==> src/design/u16u8_pkg.sv <==
package u16u8_pkg;

	// queue between the classifier and the byte serializer
	localparam int FIFO_DEPTH = 2;
	localparam int FIFO_AW    = $clog2(FIFO_DEPTH);
	localparam int FIFO_CW    = $clog2(FIFO_DEPTH + 1);

	localparam logic [15:0] ONE_BYTE_LIMIT  = 16'h0080;
	localparam logic [15:0] TWO_BYTE_LIMIT  = 16'h0800;
	localparam logic [15:0] HIGH_SURR_FIRST = 16'hD800;
	localparam logic [15:0] HIGH_SURR_LAST  = 16'hDBFF;

	// 0x10000 - (0xD800 << 10) - 0xDC00, low 26 bits; only cp[25:0] reaches a byte
	localparam logic [25:0] PAIR_BIAS = 26'h0A02400;

	localparam logic [7:0] LEAD_2 = 8'hC0;
	localparam logic [7:0] LEAD_3 = 8'hE0;
	localparam logic [7:0] LEAD_4 = 8'hF0;
	localparam logic [7:0] CONT   = 8'h80;

	// one encoded sequence: bytes[0] goes out first, last_idx is the final byte
	typedef struct packed {
		logic [3:0][7:0] bytes;
		logic [1:0]      last_idx;
	} seq_t;

endpackage

==> src/design/utf16_to_utf8_encoder.sv <==
// UTF-16 to UTF-8 encoder. Each input word is one code unit (or, with tlast set, an end of
// string marker that yields a single zero byte and drops any held high surrogate). Output
// words are single UTF-8 bytes, tlast marking the final byte of each input word. Input is
// taken in any cycle the two-entry queue has room; the output side sends one byte per
// cycle while the receiver is ready, so an input word yields 0 to 4 bytes (1 for ASCII
// and end of string, 2 below 0x800, 3 for other units, 4 for a completed surrogate pair,
// 0 for a held high surrogate), and that one-byte-per-cycle serializer sets the sustained
// rate. The first byte of a word passes the queue and then the output register.
module utf16_to_utf8_encoder (
	input  logic        clk,
	input  logic        arst_n,
	input  logic        s_axis_tvalid,
	output logic        s_axis_tready,
	input  logic [15:0] s_axis_tdata,  // [15:0] code_unit
	input  logic        s_axis_tlast,  // string_end
	output logic        m_axis_tvalid,
	input  logic        m_axis_tready,
	output logic [7:0]  m_axis_tdata,  // [7:0] out_byte
	output logic        m_axis_tlast   // last_byte
);
	import u16u8_pkg::*;

	logic push;
	seq_t push_seq;
	logic full;
	logic pop;
	logic empty;
	seq_t head;

	u16u8_front u_front (
		.clk        (clk),
		.arst_n     (arst_n),
		.in_valid   (s_axis_tvalid),
		.in_ready   (s_axis_tready),
		.code_unit  (s_axis_tdata),
		.string_end (s_axis_tlast),
		.fifo_full  (full),
		.push       (push),
		.push_seq   (push_seq)
	);

	u16u8_fifo u_fifo (
		.clk      (clk),
		.arst_n   (arst_n),
		.push     (push),
		.push_seq (push_seq),
		.full     (full),
		.pop      (pop),
		.empty    (empty),
		.head     (head)
	);

	u16u8_back u_back (
		.clk       (clk),
		.arst_n    (arst_n),
		.empty     (empty),
		.head      (head),
		.pop       (pop),
		.out_valid (m_axis_tvalid),
		.out_ready (m_axis_tready),
		.out_byte  (m_axis_tdata),
		.last_byte (m_axis_tlast)
	);

endmodule

==> src/design/u16u8_front.sv <==
module u16u8_front (
	input  logic              clk,
	input  logic              arst_n,
	input  logic              in_valid,
	output logic              in_ready,
	input  logic [15:0]       code_unit,
	input  logic              string_end,
	input  logic              fifo_full,
	output logic              push,
	output u16u8_pkg::seq_t   push_seq
);
	import u16u8_pkg::*;

	logic [15:0] held_high_q;
	logic        pending_q;
	logic        accept;
	logic        is_high;
	logic [25:0] cp;

	assign in_ready = !fifo_full;
	assign accept   = in_valid && in_ready;
	assign is_high  = (code_unit >= HIGH_SURR_FIRST) && (code_unit <= HIGH_SURR_LAST);
	assign cp       = {held_high_q, 10'd0} + {10'd0, code_unit} + PAIR_BIAS;

	always_comb begin
		push_seq = '0;
		push     = 1'b0;
		if (string_end) begin
			push_seq.last_idx = 2'd0;
			push              = accept;
		end else if (pending_q) begin
			push_seq.bytes[0] = LEAD_4 | cp[25:18];
			push_seq.bytes[1] = CONT | {2'b00, cp[17:12]};
			push_seq.bytes[2] = CONT | {2'b00, cp[11:6]};
			push_seq.bytes[3] = CONT | {2'b00, cp[5:0]};
			push_seq.last_idx = 2'd3;
			push              = accept;
		end else if (code_unit < ONE_BYTE_LIMIT) begin
			push_seq.bytes[0] = code_unit[7:0];
			push_seq.last_idx = 2'd0;
			push              = accept;
		end else if (code_unit < TWO_BYTE_LIMIT) begin
			push_seq.bytes[0] = LEAD_2 | {3'b000, code_unit[10:6]};
			push_seq.bytes[1] = CONT | {2'b00, code_unit[5:0]};
			push_seq.last_idx = 2'd1;
			push              = accept;
		end else if (!is_high) begin
			push_seq.bytes[0] = LEAD_3 | {4'b0000, code_unit[15:12]};
			push_seq.bytes[1] = CONT | {2'b00, code_unit[11:6]};
			push_seq.bytes[2] = CONT | {2'b00, code_unit[5:0]};
			push_seq.last_idx = 2'd2;
			push              = accept;
		end
	end

	always_ff @(posedge clk or negedge arst_n) begin
		if (!arst_n) begin
			held_high_q <= '0;
			pending_q   <= 1'b0;
		end else if (accept) begin
			// a lone high surrogate is held and produces nothing yet
			if (!string_end && !pending_q && is_high) begin
				held_high_q <= code_unit;
				pending_q   <= 1'b1;
			end else begin
				held_high_q <= '0;
				pending_q   <= 1'b0;
			end
		end
	end

endmodule

==> src/design/u16u8_fifo.sv <==
module u16u8_fifo (
	input  logic              clk,
	input  logic              arst_n,
	input  logic              push,
	input  u16u8_pkg::seq_t   push_seq,
	output logic              full,
	input  logic              pop,
	output logic              empty,
	output u16u8_pkg::seq_t   head
);
	import u16u8_pkg::*;

	seq_t               mem [FIFO_DEPTH];
	logic [FIFO_AW-1:0] wr_ptr_q;
	logic [FIFO_AW-1:0] rd_ptr_q;
	logic [FIFO_CW-1:0] count_q;
	logic               do_push;
	logic               do_pop;

	assign full    = (count_q == FIFO_CW'(FIFO_DEPTH));
	assign empty   = (count_q == '0);
	assign do_push = push && !full;
	assign do_pop  = pop && !empty;
	assign head    = mem[rd_ptr_q];

	always_ff @(posedge clk) begin
		if (do_push) begin
			mem[wr_ptr_q] <= push_seq;
		end
	end

	// depth is a power of two, so the pointers wrap on their own
	always_ff @(posedge clk or negedge arst_n) begin
		if (!arst_n) begin
			wr_ptr_q <= '0;
			rd_ptr_q <= '0;
			count_q  <= '0;
		end else begin
			if (do_push) begin
				wr_ptr_q <= wr_ptr_q + 1'b1;
			end
			if (do_pop) begin
				rd_ptr_q <= rd_ptr_q + 1'b1;
			end
			if (do_push && !do_pop) begin
				count_q <= count_q + 1'b1;
			end else if (do_pop && !do_push) begin
				count_q <= count_q - 1'b1;
			end
		end
	end

endmodule

==> src/design/u16u8_back.sv <==
module u16u8_back (
	input  logic              clk,
	input  logic              arst_n,
	input  logic              empty,
	input  u16u8_pkg::seq_t   head,
	output logic              pop,
	output logic              out_valid,
	input  logic              out_ready,
	output logic [7:0]        out_byte,
	output logic              last_byte
);
	import u16u8_pkg::*;

	logic [1:0] idx_q;
	logic       out_valid_q;
	logic [7:0] out_byte_q;
	logic       last_q;
	logic       take;
	logic       at_last;

	assign take      = !out_valid_q || out_ready;
	assign at_last   = (idx_q == head.last_idx);
	assign pop       = take && !empty && at_last;
	assign out_valid = out_valid_q;
	assign out_byte  = out_byte_q;
	assign last_byte = last_q;

	always_ff @(posedge clk) begin
		if (take && !empty) begin
			out_byte_q <= head.bytes[idx_q];
			last_q     <= at_last;
		end
	end

	always_ff @(posedge clk or negedge arst_n) begin
		if (!arst_n) begin
			out_valid_q <= 1'b0;
			idx_q       <= '0;
		end else if (take) begin
			out_valid_q <= !empty;
			if (!empty) begin
				idx_q <= at_last ? 2'd0 : idx_q + 2'd1;
			end
		end
	end

endmodule

==> config.mk <==
export PLATFORM = sky130hd
export DESIGN_NAME = utf16_to_utf8_encoder
export DESIGN_NICKNAME = d
export VERILOG_FILES = /design/src/design/u16u8_pkg.sv /design/src/design/utf16_to_utf8_encoder.sv /design/src/design/u16u8_front.sv /design/src/design/u16u8_fifo.sv /design/src/design/u16u8_back.sv
export SDC_FILE = /design/constraint.sdc
export NUM_CORES = 1
export LEC_CHECK = 0
export BUFFER_PORTS_ARGS = -buffer_cell sky130_fd_sc_hd__clkbuf_2
export CORE_ASPECT_RATIO = 0.75
export CORE_MARGIN = 10
export CORE_UTILIZATION = 30
export DETAILED_ROUTE_END_ITERATION = 8
export GPL_TIMING_DRIVEN = 1
export HOLD_SLACK_MARGIN = 0.05
export PLACE_DENSITY_LB_ADDON = 0.25
export SLEW_MARGIN = 40
export SYNTH_ARGS = -nofsm -noshare
export SYNTH_HDL_FRONTEND = slang
export SYNTH_HIERARCHICAL = 1
export SYNTH_SLANG_ARGS = --single-unit
==> constraint.sdc <==
create_clock -name clk -period 3 [get_ports clk]
set_input_delay 0.6 -clock clk [delete_from_list [all_inputs] [get_ports clk]]
set_output_delay 0.6 -clock clk [all_outputs]
set_load 0.05 [all_outputs]
Word level (Yosys, flattened, before mapping)

Memory sizes are Yosys's and may differ from the RTL's.
Cells that the tools add are included.

Bits in registers: 29
Output and inout bits: 11
Word-level logic and storage cells: 69
Memories kept: 1
Input bits: 21
RAM bits: 68

Memories:

| memory     | depth | width | read ports | clocked after Yosys merged registers in | wr ports | line             | text |
|---|---|---|---|---|---|---|---|
| u_fifo.mem | 2     | 34    | 1          | 0                                       | 1        | u16u8_fifo.sv:13 | `seq_t mem [FIFO_DEPTH];` |

Eq/ne operators: 2
Add/subtract/negate cells: 7
Mux-type cells: 23
Reductions and logical operators: 21
Magnitude comparators: 5
Bitwise logic cells: 1

Operators by type and width:

| cell                                                                   | count |
|---|---|
| 26-bit 2-to-1 mux                                                      | 2 |
| 32-bit 2-to-1 mux                                                      | 1 |
| 8-bit 2-to-1 mux                                                       | 3 |
| 22-bit by 16-bit adder with 22-bit output                              | 1 |
| 22-bit adder, second input constant                                    | 1 |
| 18-bit 2-to-1 mux                                                      | 1 |
| 8-bit binary-select mux with 2-bit select                              | 1 |
| 16-bit greater-or-equal comparator, second input constant              | 1 |
| 16-bit <= comparator, second input constant                            | 1 |
| 16-bit by 12-bit < comparator with 1-bit output, second input constant | 1 |
| 16-bit by 8-bit < comparator with 1-bit output, second input constant  | 1 |
| 16-bit 2-to-1 mux                                                      | 1 |
| 12-bit 2-to-1 mux                                                      | 1 |
| 1-bit logical AND                                                      | 10 |
| 10-bit 2-to-1 mux                                                      | 1 |
| 1-bit 2-to-1 mux                                                       | 8 |
| 2-bit 2-to-1 mux                                                       | 4 |
| 1-bit zero test                                                        | 7 |
| 2-bit by 1-bit adder with 2-bit output, second input constant          | 2 |
| 2-bit by 3-bit < comparator with 1-bit output, second input constant   | 1 |
| 1-bit adder, second input constant                                     | 2 |
| 2-bit equality test                                                    | 1 |
| 2-bit equality test, second input constant                             | 1 |
| 2-bit zero test                                                        | 1 |
| 5 further kinds                                                        | 5 |

Depth between registers and ports, before layout

Gate-level depths: netlist of run 1.

Word-level depth: 13
Depth in mapped cells: 12
Mapped depth without buffers: 11

Hierarchy

The synthesis of run 1 kept the hierarchy.

By module, submodules not included:

| module      | cells an instance | area each (um2) | instances | seq. area each (um2) |
|---|---|---|---|---|
| u16u8_fifo  | 125               | 2801.4          | 1         | 2142.1 |
| u16u8_front | 186               | 1503.9          | 1         | 325.3 |
| u16u8_back  | 39                | 679.4           | 1         | 345.3 |

Least setup slack after synthesis of run 1

No wires, ideal clock.

Path kind: register to register
From: register u_fifo.count_q[0]
To: memory u_fifo/mem[0][0] (netlist name) (enable)
Arrival time: 3.038 ns
Setup time: 0.425 ns
Buffers on the path: 1
Clock period less this slack: 3.463 ns
Stages on the path, launching flop included: 9
Slack: -0.463 ns
Data required time: 2.575 ns
Cells stage by stage: dfrtp_1 > nand2b_1 > inv_1 > inv_1 > nand2_1 > clkbuf_1 > a21oi_1 > nand2_1 > nor2_1

Longest elaborated chain between the ends: 11

Ends and longest elaborated chain:

| item                                       | line                        | text |
|---|---|---|
| from (decl)                                | u16u8_fifo.sv:16            | `logic [FIFO_CW-1:0] count_q;` |
| from (signal assigned)                     | u16u8_fifo.sv:46            | `count_q <= count_q + 1'b1;` |
| from (signal assigned)                     | u16u8_fifo.sv:48            | `count_q <= count_q - 1'b1;` |
| 2-bit equality test (*)                    | u16u8_fifo.sv:20            | `assign full = (count_q == FIFO_CW'(FIFO_DEPTH));` |
| net full                                   | utf16_to_utf8_encoder.sv:25 | `logic full;` |
| 1-bit zero test (*)                        | u16u8_front.sv:20           | `assign in_ready = !fifo_full;` |
| net s_axis_tready                          | utf16_to_utf8_encoder.sv:13 | `output logic s_axis_tready,` |
| 1-bit logical AND (*)                      | u16u8_front.sv:21           | `assign accept = in_valid && in_ready;` |
| 1-bit 2-to-1 mux                           | u16u8_front.sv:47           | `end else if (!is_high) begin` |
| 1-bit 2-to-1 mux                           | u16u8_front.sv:42           | `end else if (code_unit < TWO_BYTE_LIMIT) begin` |
| 1-bit 2-to-1 mux                           | u16u8_front.sv:38           | `end else if (code_unit < ONE_BYTE_LIMIT) begin` |
| 1-bit 2-to-1 mux                           | u16u8_front.sv:31           | `end else if (pending_q) begin` |
| 1-bit 2-to-1 mux (*)                       | u16u8_front.sv:28           | `if (string_end) begin` |
| net push                                   | utf16_to_utf8_encoder.sv:23 | `logic push;` |
| 1-bit logical AND (*)                      | u16u8_fifo.sv:22            | `assign do_push = push && !full;` |
| 1-bit 2-to-1 mux (*)                       | u16u8_fifo.sv:27            | `if (do_push) begin` |
| 1-bit 2-to-1 mux (not written as such) (*) | u16u8_fifo.sv:28            | `mem[wr_ptr_q] <= push_seq;` |
| to (decl)                                  | u16u8_fifo.sv:13            |  |

The timed path passes the listed nets; every way through them passes the cells marked *.

==> metrics.txt, run 1 <==
hpwl dp about 8300 um; final WL ~12000 um; Yosys cell types between 60 and 70; Die H between 100 and 150 um; PortBufs 31; post-CTS setup buffer count 0; Worst Setup Start Kind flip-flop; status finished clean; most frequent CP cell ha_1; largest net degree at the start of global routing 35; RSZ-0062 raised after global routing false; final period utilization 0.879; synthesized area per cell 14.2 um2; drt drc 0; CP delay by family, top adder cells; Pwr Density a little under 900 nW/um2; CTS tree yes; CP startpoint u_front/held_high_q[1]$_DFFE_PN0P_; Ports 32; critical-path maximum fanout 4; chip width approximately 170 um; CTS Sinks 97; Max Buffers Root-to-Sink 2; dpl ws about 0.0036 ns; Max Clock Freq roughly 380 MHz; initial antenna violation count 0; HP Class in -> async; setup TNS 0 ns; Max Clock Skew 0.0105 ns; FF/Latch Area between 2000 and 3000 um2; H-tree levels 3; Die Footprint between 20000 and 25000 um2; Peak VDD IR between 0.0004 and 0.0005 V; hold_buf cts 0; Slew Viols, Final 0; PostCTS Resize Cnt 0; final setup fails 0; fillcell total around 1600; leakage approximately 2.3 nW; first-pass GRT wire length 18500 um; layout cells sized above 1 0.274; core area about 16000 um2; WL/cell between 15 and 20 um; worst reg2reg path depth 9; top-area cell type share of the netlist area 0.464; clk_lat worst skew between 0.3 and 0.4 ns; overall routing resource usage 0.108; Synth area leader edfxtp_1; Primary FF master, synth edfxtp_1; post-synthesis cell count 350; vias in the first global route between 3000 and 4000; Syn. warnings 6; Hold Vio Cnt, Final 0; Rel. slew slack 0.585; Levels on crit path 9; r2r startpoint u_front/held_high_q[1]$_DFFE_PN0P_; flop-to-flop setup slack around 0.36 ns; placed insts around 590; Syn Std Cell Area about 5000 um2; Critical-path top delay cell fa_1; dominant cells by area after synthesis edfxtp_1, dfrtp_1, mux2_4; EDFF count, synth 77; total congestion overflow 0; Final Net Count between 400 and 500; Final Critical Period 2.64 ns; Area growth syn-to-layout 13.8%; CP endpoint u_fifo/mem[1][3]$_DFFE_PP_; Final ANT Viol Nets 0; Seq cells post-synth 97; asr flop ratio synth 0.206; Buf+Inv Stages, Crit Path 1; commonest non-fill, non-tap cell in the layout edfxtp_1; WS Path Type reg -> reg; MaxCap Viol Count 0; slowest stage delay, CP 0.41 ns; Multi-input gate area slightly below 2000 um2; Worst EP arrival between 2 and 3 ns; DR iter-0 viols roughly 220; Required @ worst endpoint between 3 and 4 ns; Least-Margin Pin Slew 0.622 ns; Critical R2R Capture u_fifo/mem[1][3]$_DFFE_PP_; num rows 40; most frequent cells in the layout edfxtp_1, clkbuf_2, mux2_4; root buf cell clkbuf_16; Initial Util 0.308; setup ws final between 0.3 and 0.4 ns; 1st-pass router iterations 5; crit path cell chain ha_1 > ha_1 > inv_1 > fa_1 > nand2b_1 > a21oi_1 > o31ai_1 > xor2_1 > a221oi_1; GPL Wtd Cong ~0.9; CTS Buf Count 9; Clk pin slew, worst setup/hold paths 0.07 ns; crit path capture type flip-flop; Non-Filler Instances between 600 and 700; sequential fraction of the synthesis area 0.564; Diodes inserted 0; vias per cell approximately 5; vias 3012; Hold Slack ~0.26 ns
[report_power, final]
| group | total, mW | leakage (nW) | internal, mW | switching [mW] |
|---|---|---|---|---|
| Clock | 1.12 | 0.136 | 0.648 | 0.476 |
| Sequential | 2.06 | 0.988 | 1.88 | 0.178 |
| Combinational | 1.73 | 1.13 | 0.765 | 0.961 |
[per-stage QoR]
stage	utilization	power [mW]	cell area, um2
after floorplan	-	3.46	4990
after global placement	0.333	3.81	5390
after detailed placement	0.333	3.84	5390
after CTS	0.351	4.99	5670
after global routing	0.351	5.19	5670
final	0.351	4.91	5670
[synthesized netlist by cell type, types with 6 or more instances]
cell / number
ha_1: 13
nand2_1: 11
a21oi_1: 10
a211oi_1: 7
and2_1: 8
xor2_1: 8
edfxtp_1: 77
mux2_4: 29
a22o_1: 15
mux4_2: 6
nor2_1: 21
o21ai_0: 10
dfrtp_1: 20
nand2b_1: 7
inv_1: 16
clkbuf_1: 6
[state kept, by name, summed over array words and instances, names as in the netlist]
name,flops
u_back/idx_q,2
u_back/last_byte,1
u_back/out_byte,8
u_back/out_valid,1
u_fifo/count_q,2
u_fifo/mem,68
u_fifo/rd_ptr_q,1
u_fifo/wr_ptr_q,1
u_front/held_high_q,12
u_front/pending_q,1
[cells by family after synthesis]
group | count (synthesis) | synth area share
AND/OR/NAND/NOR | 78 | 0.0924
adder cells (fa/ha/maj) | 14 | 0.0366
flip-flops | 97 | 0.564
other | 1 | 0.000752
buffers and inverters | 35 | 0.0434
XOR/XNOR | 14 | 0.0261
AO/OA/AOI/OAI | 67 | 0.0959
multiplexers | 44 | 0.141
[metal layers]
metal / GRT usage / wire length, um / share of wire
met1: 0.150 / 5700 / 0.48
met2: 0.156 / 5250 / 0.44
met3: 0.0328 / 776 / 0.066
met4: 0.0314 / 121 / 0.010
met5: 0 / 0 / 0
[area by class of cell]
type                       count  share of cell area
tap                          210              0.0463
multi-input combinational    220               0.347
clock inverter                 3             0.00750
inverter                      16              0.0106
timing repair buffer          45              0.0503
sequential                    97               0.496
clock buffer                  13              0.0424
[how the worst min path moves through the flow]
stage | slack, ns | endpoint | cells after the start
2_1_floorplan | 0.30 | u_back/idx_q[0]$_DFFE_PN0P_ | 0
3_3_place_gp | 0.49 | u_front/held_high_q[11]$_DFFE_PN0P_ | 1
3_5_place_dp | 0.49 | u_front/held_high_q[11]$_DFFE_PN0P_ | 1
4_1_cts | 0.27 | u_front/held_high_q[2]$_DFFE_PN0P_ | 1
5_1_grt | 0.29 | u_front/held_high_q[4]$_DFFE_PN0P_ | 1
6_report | 0.26 | u_front/held_high_q[2]$_DFFE_PN0P_ | 1
Note: power is estimated with default switching activity, not from simulation.
==> inputs of run 2 (changes only) <==
Settings changed: REMOVE_ABC_BUFFERS set to 1.
==> run 2 against run 1 <==
Compared with the run above: global-route usage down 0.14 points; flip-flop and latch count stayed put; cell area grew 0.24%; worst setup slack improved by 0.019 ns; largest cell class unchanged; maximum frequency is 0.73% higher; die area is the same; core utilization up 0.085 points; sequential share of layout area down 0.12 points; final cell count unchanged.
==> metrics.txt, run 2 (synthesis results as in run 1) <==
Diodes inserted 0 (unchanged); Least-Margin Pin Slew 0.582 ns (-0.0395 ns); chip width 169 um (unchanged); PostCTS Resize Cnt 0 (unchanged); vias in the first global route 3086 (-0.93%); largest net degree at the start of global routing 35 (unchanged); PortBufs 31 (unchanged); num rows 40 (unchanged); vias 2972 (-1.3%); total congestion overflow 0 (unchanged); Initial Util 0.308 (unchanged); Pwr Density 864 nW/um2 (-0.20%); Hold Vio Cnt, Final 0 (unchanged); GPL Wtd Cong 0.920 (+1.8%); status finished clean; H-tree levels 3 (unchanged); RSZ-0062 raised after global routing false; Worst Setup Start Kind flip-flop; post-CTS setup buffer count 0 (unchanged); CTS Buf Count 9 (unchanged); layout cells sized above 1 0.282 (+0.00761); Rel. slew slack 0.611 (+0.0259); Multi-input gate area 1970 um2 (+0.13%); setup TNS 0 ns (unchanged); number of flip-flops in the largest register 68 (unchanged); 1st-pass router iterations 4 (-1); Final Net Count 424 (unchanged); most frequent cells in the layout edfxtp_1, clkbuf_2, mux2_4; vias per cell 4.92 (-1.3%); leakage 2.26 nW (+0.22%); Peak VDD IR 0.000284 V (-38%); placed insts 588 (unchanged); hold_buf cts 0 (unchanged); critical-path maximum fanout 4 (unchanged); WS Path Type reg -> reg; MaxCap Viol Count 0 (unchanged); Clk pin slew, worst setup/hold paths 0.07 ns (about the same); Ports 32 (unchanged); slowest stage delay, CP 0.40 ns (about the same); fillcell total 1556 (-1.3%); FF/Latch Area 2810 um2 (unchanged); clk_lat worst skew 0.35 ns (about the same); final WL 11500 um (-2.5%); first-pass GRT wire length 18300 um (-1.3%); Die Footprint 22200 um2 (unchanged); Final ANT Viol Nets 0 (unchanged); crit path capture type flip-flop; drt drc 0 (unchanged); root buf cell clkbuf_16; Top reg by flops u_fifo/mem; most frequent CP cell ha_1; Worst EP arrival 2.79 ns (+0.02 ns); flop-to-flop setup slack 0.38 ns (+0.02 ns); WL/cell 19.1 um (-2.5%); Area growth syn-to-layout 14.0%; Max Buffers Root-to-Sink 2 (unchanged); Die H 132 um (unchanged); initial antenna violation count 0 (unchanged); Final Critical Period 2.62 ns (-0.0192 ns); Max Clock Freq 382 MHz (+0.73%); Slew Viols, Final 0 (unchanged); final period utilization 0.873 (-0.00639); crit path cell chain ha_1 > ha_1 > inv_1 > fa_1 > nand2b_1 > a21oi_1 > nor2_1 > or3_1 > a31oi_1; Required @ worst endpoint 3.17 ns (+0.04 ns); CTS Sinks 97 (unchanged); Non-Filler Instances 604 (unchanged); HP Class in -> async; Max Clock Skew 0.00797 ns (-0.00252 ns); overall routing resource usage 0.106 (-0.00137); CTS tree yes; hpwl dp 8130 um (-2.1%); Critical-path top delay cell dfrtp_1; final setup fails 0 (unchanged); DR iter-0 viols 208 (-4.1%); core area 16200 um2 (unchanged); commonest non-fill, non-tap cell in the layout edfxtp_1
run 2: layout make-up:
cell class              count  share of cell area
multi-input cells         220               0.346
clock buffers               9              0.0396
flip-flops and latches     97               0.495
well taps                 210              0.0462
repair buffers             45              0.0502
clock inverters             7              0.0121
inverters                  16              0.0106
run 2: through the flow:
| step | setup slack (ns) | instance area, um2 | power [mW] | utilization | hold slack (ns) |
|---|---|---|---|---|---|
| after floorplan | -0.437 | 4840 | 3.34 | - | 0.304 |
| final | 0.381 | 5680 | 4.91 | 0.352 | 0.230 |
| after global routing | 0.126 | 5680 | 5.18 | 0.352 | 0.266 |
| after detailed placement | 0.0277 | 5390 | 3.81 | 0.333 | 0.497 |
| after global placement | 0.163 | 5390 | 3.79 | 0.333 | 0.494 |
| after CTS | 0.338 | 5680 | 4.99 | 0.352 | 0.250 |
run 2: report_power, final:
part	internal [mW]	switching [mW]	total, mW
clock network	0.647	0.515	1.16
logic	0.760	0.946	1.71
registers	1.88	0.163	2.04
total	3.29	1.62	4.91
run 2: final timing paths:
| check | startpoint | endpoint | depth (start not counted) |
|---|---|---|---|
| worst max-delay path | u_front/held_high_q[1]$_DFFE_PN0P_ | u_fifo/mem[1][15]$_DFFE_PP_ | 9 |
| worst min register to register | u_front/held_high_q[0]$_DFFE_PN0P_ | u_front/held_high_q[0]$_DFFE_PN0P_ | 1 |
| worst min-delay path | arst_n | u_front/held_high_q[11]$_DFFE_PN0P_ | 1 |
| worst max register to register | u_front/held_high_q[1]$_DFFE_PN0P_ | u_fifo/mem[1][15]$_DFFE_PP_ | 9 |
| max in group asynchronous | arst_n | u_fifo/rd_ptr_q$_DFFE_PN0P_ | 1 |
| min in group clk | u_front/held_high_q[0]$_DFFE_PN0P_ | u_front/held_high_q[0]$_DFFE_PN0P_ | 1 |
run 2: worst max-delay path, delay by kind of cell, from the launching register on:
kind            cells  cell delay, ns
buf+inv             1            0.06
compound gates      2            0.50
fa+ha+maj           3            0.86
simple gates        3            0.61
flops               1            0.40
run 2: per-layer routing:
| metal | track usage | part of all wire | vias up |
|---|---|---|---|
| met5 | 0 | 0 | - |
| met4 | 0.0261 | 0.0080 | 0 |
| met3 | 0.0319 | 0.058 | 9 |
| met2 | 0.151 | 0.43 | 68 |
| met1 | 0.153 | 0.50 | 1490 |
| li1 | - | - | 1405 |
==> inputs of run 3 (changes only) <==
Settings changed: SLEW_MARGIN 40 to 20, SYNTH_HIERARCHICAL 1 to not set.
==> run 3 against run 2 <==
Compared with the run above: core utilization rose by 1.1 points; critical path depth unchanged; clock-buffer cell count stayed put; worst setup slack gained 0.13 ns; clock power fell by 3%; clock skew fell by 0.0031 ns; non-clock buffer count shrank 3; via count shrank 8.8%; register-to-register slack improved by 0.13 ns; die area down 11%; combinational power down 21%; global-route usage increased by 0.10 points.
==> metrics.txt, run 3 <==
status finished clean; Final ANT Viol Nets 0 (unchanged); Seq cells post-synth 89 (-8.2%); critical-path maximum fanout 4 (unchanged); Synth area leader edfxtp_1; placed insts 520 (-12%); vias 2711 (-8.8%); overall routing resource usage 0.107 (+0.00100); Least-Margin Pin Slew 0.712 ns (+0.130 ns); layout cells sized above 1 0.226 (-0.0559); total congestion overflow 0 (unchanged); Core Util, Final 0.362 (+0.0109); fillcell total 1349 (-13%); commonest non-fill, non-tap cell in the layout edfxtp_1; final period utilization 0.830 (-0.0429); WL/cell 19.3 um (+0.99%); most common cell in the synthesized netlist edfxtp_1; Yosys cell types 52 (-21%); setup TNS 0 ns (unchanged); Hold Vio Cnt, Final 0 (unchanged); leakage 1.97 nW (-13%); initial antenna violation count 0 (unchanged); Rel. slew slack 0.524 (-0.0872); final WL 10400 um (-10%); Final Net Count 371 (-13%); Final Critical Period 2.49 ns (-0.129 ns); CTS Buf Count 9 (unchanged); Max Clock Skew 0.00486 ns (-0.00311 ns); Max Clock Freq 402 MHz (+5.2%); Slew Viols, Final 0 (unchanged); Initial Util 0.311 (+0.00313); most frequent cells in the layout edfxtp_1, clkbuf_2, dfrtp_1; Syn. warnings 0 (-6); Clk pin slew, worst setup/hold paths 0.06 ns (about the same); synthesized area per cell 14.7 um2 (+3.0%); synth cell count leaders edfxtp_1, dfrtp_1, inv_1; PostCTS Resize Cnt 0 (unchanged); crit path capture type flip-flop; chip width 159 um (-5.9%); CTS tree yes; final setup fails 0 (unchanged); Syn Std Cell Area 4340 um2 (-13%); root buf cell clkbuf_16; vias per cell 5.05 (+2.6%); Worst Setup Start Kind flip-flop; dpl ws 0.217 ns (+0.190 ns); Die H 124 um (-5.7%); first-pass GRT wire length 16100 um (-12%); CTS Sinks 89 (-8.2%); vias in the first global route 2713 (-12%); Peak VDD IR 0.000380 V (+34%); num rows 37 (-7.5%); Worst EP arrival 2.63 ns (-0.16 ns); MaxCap Viol Count 0 (unchanged); Top reg by flops u_fifo.mem; Required @ worst endpoint 3.14 ns (-0.03 ns); sequential fraction of the synthesis area 0.593 (+0.0284); Area growth syn-to-layout 16.4%; drt drc 0 (unchanged); H-tree levels 3 (unchanged); Ports 32 (unchanged); Die Footprint 19700 um2 (-11%); post-synthesis cell count 296 (-15%); WS Path Type reg -> reg; post-CTS setup buffer count 0 (unchanged); top-area cell type share of the netlist area 0.477 (+0.0135); asr flop ratio synth 0.225 (+0.0185); clk_lat worst skew 0.34 ns (about the same); GPL Wtd Cong 0.851 (-7.5%); DR iter-0 viols 237 (+14%); RSZ-0062 raised after global routing false; hold_buf cts 0 (unchanged); setup ws final 0.510 ns (+0.129 ns); number of flip-flops in the largest register 60 (-12%); Primary FF master, synth edfxtp_1; EDFF count, synth 69 (-10%); Non-Filler Instances 537 (-11%); hpwl dp 7330 um (-9.8%); Max Buffers Root-to-Sink 2 (unchanged); largest net degree at the start of global routing 31 (-11%); HP Class in -> async; PortBufs 31 (unchanged); Pwr Density 855 nW/um2 (-1.0%); dominant cells by area after synthesis edfxtp_1, dfrtp_1, mux4_1; core area 13900 um2 (-14%); 1st-pass router iterations 5 (+1)
==> run 3: changes by cell type in the layout (fill, tap and decap cells not counted), moves of 4 or more <==
| cell | before | now |
|---|---|---|
| a211oi_1 | 7 | 0 |
| a21oi_1 | 10 | 6 |
| a221oi_1 | 5 | 0 |
| a22oi_1 | 1 | 5 |
| edfxtp_1 | 77 | 69 |
| mux2_4 | 29 | 0 |
| mux4_1 | 2 | 12 |
| mux4_2 | 6 | 2 |
| nor2_1 | 19 | 11 |
| o21a_1 | 0 | 6 |
| o22ai_1 | 2 | 6 |
==> run 3: critical path, stage by stage, from the launching register on <==
cell and delay (ns):
dfrtp_1 0.40, ha_1 0.28, ha_1 0.17, inv_1 0.06, fa_1 0.41, nor2b_1 0.18, o31a_1 0.25, o21a_1 0.16
nor3_1 0.05, o32ai_1 0.34
==> run 3: power breakdown <==
group	total, mW	switching [mW]	internal, mW	leakage [nW]
logic	1.35	0.829	0.526	0.907
registers	1.84	0.126	1.72	0.921
clock network	1.12	0.475	0.645	0.142
total	4.32	1.43	2.89	1.97
==> run 3: cell families (layout without fill, tap and decap cells) <==
logic type / Yosys count / after routing / share of synthesized area
other cells: 0 / 1 / 0
buf+inv: 27 / 72 / 0.0320
xor+xnor: 14 / 14 / 0.0283
mux: 25 / 25 / 0.110
fa+ha+maj: 14 / 14 / 0.0421
simple gates: 59 / 59 / 0.0787
compound gates: 68 / 68 / 0.116
flops: 89 / 89 / 0.593
==> run 3: worst paths after layout <==
check | endpoint | from | slack (ns) | cells past startpoint
worst max-delay path | u_fifo.mem[1][15]$_DFFE_PP_ | u_front.held_high_q[1]$_DFFE_PN0N_ | 0.51 | 9
worst min-delay path | u_back.idx_q[1]$_DFFE_PN0P_ | arst_n | 0.26 | 1
worst max register to register | u_fifo.mem[1][15]$_DFFE_PP_ | u_front.held_high_q[1]$_DFFE_PN0N_ | 0.51 | 9
worst min register to register | u_fifo.wr_ptr_q$_DFFE_PN0P_ | u_fifo.wr_ptr_q$_DFFE_PN0P_ | 0.51 | 1
max in group asynchronous | u_front.held_high_q[8]$_DFFE_PN0N_ | arst_n | 2.34 | 1
min in group clk | u_fifo.wr_ptr_q$_DFFE_PN0P_ | u_fifo.wr_ptr_q$_DFFE_PN0P_ | 0.51 | 1
==> run 3: layout make-up <==
| type | instances | area, um2 | share of cell area |
|---|---|---|---|
| diodes | 1 | 2.50 | 0.000495 |
| clock buffers | 9 | 225 | 0.0446 |
| clock inverters | 7 | 70.1 | 0.0139 |
| inverters | 14 | 52.6 | 0.0104 |
| multi-input cells | 180 | 1630 | 0.324 |
| flip-flops and latches | 89 | 2570 | 0.509 |
| well taps | 195 | 244 | 0.0483 |
| repair buffers | 42 | 250 | 0.0495 |
==> run 3: routing by layer <==
| metal | track usage | vias to the layer above | wire length [um] |
|---|---|---|---|
| met3 | 0.0326 | 10 | 761 |
| met5 | 0 | - | 0 |
| met2 | 0.152 | 91 | 4310 |
| met1 | 0.154 | 1370 | 5200 |
| li1 | - | 1240 | - |
| met4 | 0.0312 | 0 | 98 |
==> run 3: per-stage QoR <==
stage	power [mW]	hold slack (ns)	area, um2
2_1_floorplan	2.81	0.304	4250
3_3_place_gp	3.24	0.484	4750
3_5_place_dp	3.26	0.492	4750
4_1_cts	4.38	0.278	5050
5_1_grt	4.53	0.291	5050
6_report	4.32	0.262	5050
